<file path="config.mk">
export PLATFORM = sky130hd
export DESIGN_NAME = mixed_number_reduce
export DESIGN_NICKNAME = d
export VERILOG_FILES = /design/src/rtl/mnr_pkg.sv /design/src/rtl/mnr_front.sv /design/src/rtl/mnr_back.sv /design/src/rtl/mixed_number_reduce.sv
export SDC_FILE = /design/constraint.sdc
export NUM_CORES = 2
export LEC_CHECK = 0
export BUFFER_PORTS_ARGS = -buffer_cell sky130_fd_sc_hd__buf_2
export CAP_MARGIN = 20
export CORE_AREA = 2 2 257 259
export DETAILED_ROUTE_END_ITERATION = 10
export DIE_AREA = 0 0 259 261
export PLACE_DENSITY = 0.84
export RECOVER_POWER = 50
export SETUP_SLACK_MARGIN = 0.15
export SLEW_MARGIN = 20
export SYNTH_ARGS = -nofsm -noshare
export SYNTH_HDL_FRONTEND = slang
export SYNTH_SLANG_ARGS = --single-unit
</file>
<file path="constraint.sdc">
create_clock -name clk -period 20.4 [get_ports clk]
set_input_delay 1.02 -clock clk [delete_from_list [all_inputs] [get_ports clk]]
set_output_delay 1.02 -clock clk [all_outputs]
set_load 0.1 [all_outputs]
</file>
<file path="src/rtl/mnr_pkg.sv">
// Package for mixed_number_reduce: widths, payload structs, shared types.
// No dependencies.
`timescale 1ns / 1ps
`default_nettype none
package mnr_pkg;
	localparam int DW = 16;
	localparam int TW = 2 * DW + 1;
	localparam int QDEPTH = 2;

	typedef struct packed {
		logic signed [DW-1:0] whole_part;
		logic signed [DW-1:0] numerator;
		logic signed [DW-1:0] denominator;
	} in_word_t;

	typedef struct packed {
		logic signed [31:0] out_whole;
		logic signed [31:0] out_numerator;
		logic signed [15:0] out_denominator;
		logic div_error;
	} out_word_t;

	typedef struct packed {
		logic signed [TW-1:0] t;
		logic signed [DW-1:0] d;
		logic zero_den;
		logic mixed;
	} job_t;

	typedef struct packed {
		logic valid;
		logic ready;
	} q_ctl_t;
endpackage
`default_nettype wire

</file>
<file path="src/rtl/mnr_front.sv">
// Front end: takes a word, forms whole*den+num, pushes a job into a small queue.
// Depends on mnr_pkg.
`timescale 1ns / 1ps
`default_nettype none
module mnr_front (
	input  wire logic clk,
	input  wire logic arst_n,
	input  wire logic start,
	output logic busy,
	input  wire mnr_pkg::in_word_t in_word,
	input  wire logic mixed,
	output mnr_pkg::q_ctl_t qc,
	input  wire logic pop,
	output mnr_pkg::job_t job
);
	import mnr_pkg::*;

	logic v_s1;
	in_word_t w_s1;
	logic mix_s1;
	job_t mem_q [QDEPTH];
	logic [1:0] cnt_q;
	logic wp_q, rp_q;
	logic push;
	job_t nj;
	logic signed [TW-1:0] prod;

	assign busy = v_s1 || (cnt_q == 2'(QDEPTH));
	assign prod = TW'(w_s1.whole_part) * TW'(w_s1.denominator);
	always_comb begin
		nj.t = prod + TW'(w_s1.numerator);
		nj.d = w_s1.denominator;
		nj.zero_den = (w_s1.denominator == '0);
		nj.mixed = mix_s1;
	end
	assign push = v_s1;
	assign qc.valid = (cnt_q != 2'd0);
	assign qc.ready = 1'b1;
	assign job = mem_q[rp_q];

	always_ff @(posedge clk or negedge arst_n) begin
		if (!arst_n) begin
			v_s1 <= 1'b0;
			cnt_q <= '0;
			wp_q <= 1'b0;
			rp_q <= 1'b0;
		end else begin
			v_s1 <= start && !busy;
			if (push) wp_q <= ~wp_q;
			if (pop) rp_q <= ~rp_q;
			cnt_q <= cnt_q + 2'(push) - 2'(pop);
		end
	end

	always_ff @(posedge clk) begin
		if (start && !busy) begin
			w_s1 <= in_word;
			mix_s1 <= mixed;
		end
		if (push) mem_q[wp_q] <= nj;
	end
endmodule
`default_nettype wire

</file>
<file path="src/rtl/mnr_back.sv">
// Back end: Euclid gcd and the divisions over a shared restoring divider.
// Depends on mnr_pkg.
`timescale 1ns / 1ps
`default_nettype none
module mnr_back (
	input  wire logic clk,
	input  wire logic arst_n,
	input  wire mnr_pkg::q_ctl_t qc,
	input  wire mnr_pkg::job_t job,
	output logic pop,
	output logic done,
	output mnr_pkg::out_word_t res
);
	import mnr_pkg::*;

	typedef enum logic [6:0] {
		S_IDLE = 7'b0000001,
		S_GCD  = 7'b0000010,
		S_DIVT = 7'b0000100,
		S_DIVD = 7'b0001000,
		S_DIVQ = 7'b0010000,
		S_OUT  = 7'b0100000,
		S_WAIT = 7'b1000000
	} st_t;

	localparam int DB = TW + 1;
	localparam int CW = $clog2(DB + 1);

	st_t st_q;
	job_t j_q;
	logic signed [DB-1:0] a_q, b_q, rn_q, rd_q, g_q;
	logic [DB-1:0] num_q, den_q, rem_q, quo_q;
	logic nneg_q, dneg_q;
	logic [CW-1:0] bit_q;
	logic [DB:0] trial;
	logic [DB-1:0] rem_sh;
	logic signed [DB-1:0] qs, rs;
	logic div_busy;

	assign rem_sh = {rem_q[DB-2:0], num_q[DB-1]};
	assign trial = {1'b0, rem_sh} - {1'b0, den_q};
	assign qs = (nneg_q ^ dneg_q) ? -$signed(quo_q) : $signed(quo_q);
	assign rs = nneg_q ? -$signed(rem_q) : $signed(rem_q);
	assign div_busy = (bit_q != '0);
	assign pop = (st_q == S_IDLE) && qc.valid && qc.ready;

	function automatic logic [DB-1:0] mag(input logic signed [DB-1:0] v);
		mag = v[DB-1] ? DB'(-v) : DB'(v);
	endfunction

	always_ff @(posedge clk or negedge arst_n) begin
		if (!arst_n) begin
			st_q <= S_IDLE;
			bit_q <= '0;
			done <= 1'b0;
		end else begin
			done <= 1'b0;
			if (div_busy) begin
				bit_q <= bit_q - CW'(1);
			end else begin
				unique case (st_q)
					S_IDLE: if (pop) st_q <= job.zero_den ? S_OUT : S_GCD;
					S_GCD: begin
						if (b_q == '0) begin
							st_q <= S_DIVT;
							bit_q <= CW'(DB);
						end else begin
							bit_q <= CW'(DB);
							st_q <= S_WAIT;
						end
					end
					S_WAIT: st_q <= S_GCD;
					S_DIVT: begin
						st_q <= S_DIVD;
						bit_q <= CW'(DB);
					end
					S_DIVD: begin
						if (j_q.mixed) begin
							st_q <= S_DIVQ;
							bit_q <= CW'(DB);
						end else begin
							st_q <= S_OUT;
						end
					end
					S_DIVQ: st_q <= S_OUT;
					S_OUT: begin
						done <= 1'b1;
						st_q <= S_IDLE;
					end
					default: st_q <= S_IDLE;
				endcase
			end
		end
	end

	always_ff @(posedge clk) begin
		if (div_busy) begin
			num_q <= {num_q[DB-2:0], 1'b0};
			if (!trial[DB]) begin
				rem_q <= trial[DB-1:0];
				quo_q <= {quo_q[DB-2:0], 1'b1};
			end else begin
				rem_q <= rem_sh;
				quo_q <= {quo_q[DB-2:0], 1'b0};
			end
		end else begin
			case (st_q)
				S_IDLE: if (pop) begin
					j_q <= job;
					a_q <= DB'(job.t);
					b_q <= DB'(job.d);
				end
				S_GCD: begin
					if (b_q == '0) begin
						g_q <= a_q;
						num_q <= mag(DB'(j_q.t));
						nneg_q <= j_q.t[TW-1];
						den_q <= mag(a_q);
						dneg_q <= a_q[DB-1];
					end else begin
						num_q <= mag(a_q);
						nneg_q <= a_q[DB-1];
						den_q <= mag(b_q);
						dneg_q <= b_q[DB-1];
					end
					rem_q <= '0;
					quo_q <= '0;
				end
				S_WAIT: begin
					a_q <= b_q;
					b_q <= rs;
				end
				S_DIVT: begin
					rn_q <= qs;
					num_q <= mag(DB'(j_q.d));
					nneg_q <= j_q.d[DW-1];
					den_q <= mag(g_q);
					dneg_q <= g_q[DB-1];
					rem_q <= '0;
					quo_q <= '0;
				end
				S_DIVD: begin
					rd_q <= qs;
					num_q <= mag(rn_q);
					nneg_q <= rn_q[DB-1];
					den_q <= mag(qs);
					dneg_q <= qs[DB-1];
					rem_q <= '0;
					quo_q <= '0;
				end
				S_DIVQ: begin
					a_q <= qs;
					b_q <= rs;
				end
				S_OUT: begin
					res.div_error <= j_q.zero_den;
					if (j_q.zero_den) begin
						res.out_whole <= '0;
						res.out_numerator <= '0;
						res.out_denominator <= '0;
					end else begin
						res.out_denominator <= 16'(rd_q);
						if (j_q.mixed) begin
							res.out_whole <= 32'(a_q);
							res.out_numerator <= 32'(b_q);
						end else begin
							res.out_whole <= '0;
							res.out_numerator <= 32'(rn_q);
						end
					end
				end
				default: ;
			endcase
		end
	end

	a_pop_idle: assert property (@(posedge clk) disable iff (!arst_n)
		pop |-> qc.valid) else $error("pop on empty queue");
	a_done_once: assert property (@(posedge clk) disable iff (!arst_n)
		done |=> !done) else $error("done held two cycles");
	a_div_state: assert property (@(posedge clk) disable iff (!arst_n)
		div_busy |-> st_q != S_IDLE) else $error("divider running while idle");
endmodule
`default_nettype wire

</file>
<file path="src/rtl/mixed_number_reduce.sv">
// Top level of mixed_number_reduce: APB register, front end, back end.
// Depends on mnr_pkg, mnr_front, mnr_back.
//
// A word is accepted when start is high and busy is low. The front end forms
// whole*den+num in one stage and queues up to two jobs. The back end runs a
// Euclid gcd where each step is one pass of a 34-bit restoring divider
// plus the S_WAIT and S_GCD states, then divides numerator and denominator
// by the gcd, and in mixed form divides once more. The back end takes a
// new job only from idle, so it works on one word at a time over the
// shared serial divider; a zero denominator skips the divider.
// The result appears for one cycle with done high; the receiver cannot
// stall, so results are never held back. Reset clears the queue and the
// sequencer and sets mixed_output to 1. Register 0 at address 0 holds
// mixed_output in bit 0.
`timescale 1ns / 1ps
`default_nettype none
module mixed_number_reduce (
	input  wire logic clk,
	input  wire logic arst_n,
	input  wire logic start,
	output logic busy,
	input  wire mnr_pkg::in_word_t in_word,
	output logic done,
	output mnr_pkg::out_word_t out_word,
	input  wire logic psel,
	input  wire logic penable,
	input  wire logic pwrite,
	input  wire logic [1:0] paddr,
	input  wire logic [31:0] pwdata,
	output logic [31:0] prdata,
	output logic pready
);
	import mnr_pkg::*;

	localparam logic [1:0] REG_MIXED = 2'd0;

	logic mixed_q;
	q_ctl_t qc;
	job_t job;
	logic pop;

	assign pready = 1'b1;
	assign prdata = (paddr == REG_MIXED) ? {31'd0, mixed_q} : 32'd0;

	always_ff @(posedge clk or negedge arst_n) begin
		if (!arst_n) begin
			mixed_q <= 1'b1;
		end else if (psel && penable && pwrite && paddr == REG_MIXED) begin
			mixed_q <= pwdata[0];
		end
	end

	mnr_front u_front (.clk, .arst_n, .start, .busy, .in_word, .mixed(mixed_q),
		.qc, .pop, .job);
	mnr_back u_back (.clk, .arst_n, .qc, .job, .pop, .done, .res(out_word));
endmodule
`default_nettype wire

</file>
==> flow_summary.yaml <==
synth:
  synth_xor_xnor_area_share: 0.0664
  yosys.area_share.adder: 0.176
  ys_seq_area_frac: 0.423
  synthArstFlopShare: 0.0337
  synth_cell_types: 96
  synthMuxAreaShare: 0.0258
  synth_ff_type: "edfxtp_1"
  synth_edf_count: 572
  synth_top_family_by_area: "adder cells"
  ys_ff_latch: 593
  yosysWarnings: 0
  syn_avg_cell_area_um2: 10.7
  netlist_area_um2: 41800
  yosys.area_share.simple: 0.134
  synth_compound_area_frac: 0.111
  syn_inst: 3903
grt:
  grt_max_degree: 71
  antenna_found_initial: 2
  grt.overflow.total: 0
  grt_pass1_vias: 29900
  grt_pass1_wl_mm: 169
  grtUsageTotal: 0.328
timing:
  finalWorstSetupSlack_ns: 12.82
  slew_headroom: -0.972
  hold_slack_ns: 0.453
  tightest_slew_ns: 2.96
  timing.fmax_ghz: 0.132
  final-setup-viol-count: 0
  rsz0062_at_grt: "no"
  fin_crit_sh: 0.372
  fin_setup_tns_ns: 0
  clock_skew_ns: 0.0299
  drv_slew: 481
  period_minus_slack_ns: 7.58
  hold_viol: 0
worst_setup_path:
  regToRegSetupSlack_ns: 12.82
  critPathArrivalTime_ns: 7.95
  path_max_fanout: 19
  start_kind: "flip-flop"
  cp_data_required_time_ns: 20.76
  cpLargestDelayFamily: "adder cells"
  cp_slowest_stage_delay_ns: 0.87
  worstSetupPathType: "flip-flop to flip-flop"
  crit_slowest_cell: "edfxtp_1"
  crit_top_cell: "fa_1"
  worst-path-buf-inv: 3
  path_cells: "nand2_1 > inv_1 > fa_1 > inv_1 > fa_1 > inv_1 > fa_1 > fa_1 > fa_1 > fa_1 > ha_1 > and3_1 > nand3_1 > a21oi_1 > o41ai_1 > a21oi_1 > o41ai_1 > o21bai_1 > a21oi_1 > xnor2_1"
  end_kind: "flip-flop"
die:
  core-area_um2: 65000
  dieWidth_um: 259
  io_pins: 204
  die_h_um: 261
  initial_core_util: 0.643
  dieArea_um2: 67600
  rows: 94
cts:
  postCtsResizedCells: 0
  clk_latency_ns: 0.64
  cts_hold_buf: 0
  cts_made_buffers: 61
  clockBufferDepth: 3
  cts_setup_buffers: 0
  ctsRootBufferMaster: "clkbuf_16"
  clk_pin_slew_worst_paths_ns: 0.07
  cts_tree: "built"
  cts.htree.levels: 2
  clock-sinks: 593
placed_design:
  postPlaceCellArea_um2: 43200
  gp_congestion: 0.991
  dpl.hpwl_mm: 81.5
  place_ws_ns: 12.80
  port-buffer-count: 140
status:
  violations: "capacitance limit, slew limit"
  status: "finished with violations"
drt:
  wire_per_inst_um: 22.4
  vias: 30200
  ant_nets: 0
  drc: 0
  drtIter0Drc: 3509
  first_pass_iters: 6
  vias_per_cell: 6.18
  drt_wl_total_mm: 110
worst_hold_path:
  hold_path_class: "flip-flop to flip-flop"
cells_and_area:
  design_area_um2: 45000
  num_antenna_cells: 0
  area_growth_pct: 7.68
  nets: 4481
  drive_gt1_frac: 0.0641
run:
  max_cap_violations: 12
-- synthesized netlist by cell type, types with 5 or more instances --
master,count,area [µm²]
a31oi_1,23,144
nand4_1,10,62.6
a21boi_0,12,90.1
o21bai_1,11,82.6
inv_1,436,1640
mux2_2,53,597
nor4b_1,6,52.6
or4_4,5,56.3
a21o_1,24,180
nand2_1,367,1380
o211ai_1,21,158
or2_2,21,131
buf_1,8,30.0
a211oi_1,11,82.6
o41ai_1,29,254
nor4_1,26,163
a221oi_1,14,123
nand4b_1,10,87.6
or4_1,32,240
ha_1,130,1630
nand3_1,33,165
xor2_1,149,1310
xnor2_1,168,1470
fa_1,287,5750
edfxtp_1,572,17200
or3_1,28,175
nor2_1,210,788
nand2b_1,25,156
nor3b_1,6,45.0
buf_4,33,248
o21ai_0,211,1060
o31ai_1,70,526
o21a_1,18,135
nor2b_1,37,231
o22ai_1,23,144
a22oi_1,46,345
a21oi_1,163,816
nor3_1,37,185
and2_1,195,1220
dfrtp_1,18,450
o21ai_1,9,45.0
and3_1,16,100
o221ai_1,8,70.1
clkbuf_1,152,571
mux2i_1,48,480
-- cells by family after synthesis --
group | after synthesis
AO/OA/AOI/OAI | 735
adder cells (fa/ha/maj) | 417
flip-flops | 593
other | 2
AND/OR/NAND/NOR | 1094
multiplexers | 101
XOR/XNOR | 317
buffers and inverters | 644
-- routing by layer --
metal	vias to the layer above	wire (µm)	GRT usage
li1	13600	-	-
met5	-	0	0
met1	14600	41400	0.436
met4	0	4720	0.136
met3	260	12200	0.0613
met2	1743	51300	0.537
-- sequential cells by signal (all words and copies together), names as in the netlist, 2 cells and up --
| register | cells |
|---|---|
| u_back.j_q | 51 |
| u_back.g_q | 34 |
| u_front.mem_q | 102 |
| u_back.quo_q | 34 |
| u_front.nj | 16 |
| u_back.a_q | 34 |
| u_back.rd_q | 16 |
| u_back.den_q | 34 |
| u_back.b_q | 34 |
| u_front.w_s1 | 32 |
| u_back.res | 81 |
| u_back.rem_q | 34 |
| u_back.rn_q | 34 |
| u_back.bit_q | 6 |
| u_front.cnt_q | 2 |
| u_back.st_q | 7 |
| u_back.num_q | 34 |
-- metrics by stage --
stage / std cells / util
final: 4889 / 0.692
after global routing: 4889 / 0.692
after CTS: 4889 / 0.695
after detailed placement: 4777 / 0.664
after global placement: 4777 / 0.664
after floorplan: 3933 / -
-- worst paths after layout --
check                                  endpoint  depth (start not counted)           start
setup / recovery           u_front.mem_q[0][50]                         20   u_front.nj[3]
min in group asynchronous           u_back.done                          1          arst_n
hold reg to reg             u_front.mem_q[0][0]                          0  u_front.mix_s1
hold / removal              u_front.mem_q[0][0]                          0  u_front.mix_s1
max in group asynchronous          u_front.rp_q                          1          arst_n
setup reg to reg           u_front.mem_q[0][50]                         20   u_front.nj[3]
-- final cells by class --
type | count | area [µm²]
Multi-Input combinational cell | 2696 | 21700
Fill cell | 4716 | 20000
Sequential cell | 593 | 17700
Inverter | 437 | 1640
Clock buffer | 72 | 1610
Tap cell | 864 | 1080
Timing Repair Buffer | 187 | 893
Clock inverter | 40 | 432
-- cell usage in the layout (no fill, tap or decap), types with 24 or more instances in the layout --
cell / Yosys / layout
edfxtp_1: 572 / 572
inv_1: 436 / 436
nand2_1: 367 / 366
fa_1: 287 / 287
o21ai_0: 211 / 212
nor2_1: 210 / 208
xnor2_1: 168 / 166
a21oi_1: 163 / 163
xor2_1: 149 / 149
and2_1: 195 / 145
ha_1: 130 / 130
clkbuf_1: 152 / 106
o31ai_1: 70 / 70
clkbuf_16: 0 / 62
buf_2: 3 / 57
and2_0: 0 / 50
mux2_1: 0 / 50
mux2i_1: 48 / 48
a22oi_1: 46 / 46
nor3_1: 37 / 37
nor2b_1: 37 / 37
nand3_1: 33 / 33
or4_1: 32 / 32
conb_1: 2 / 32
buf_4: 33 / 32
o41ai_1: 29 / 29
or3_1: 28 / 28
nor4_1: 26 / 26
nand2b_1: 25 / 25
a21o_1: 24 / 24
Power is not shown: default switching activity piles up to over one toggle a cycle in this logic, so the estimate is an artifact.
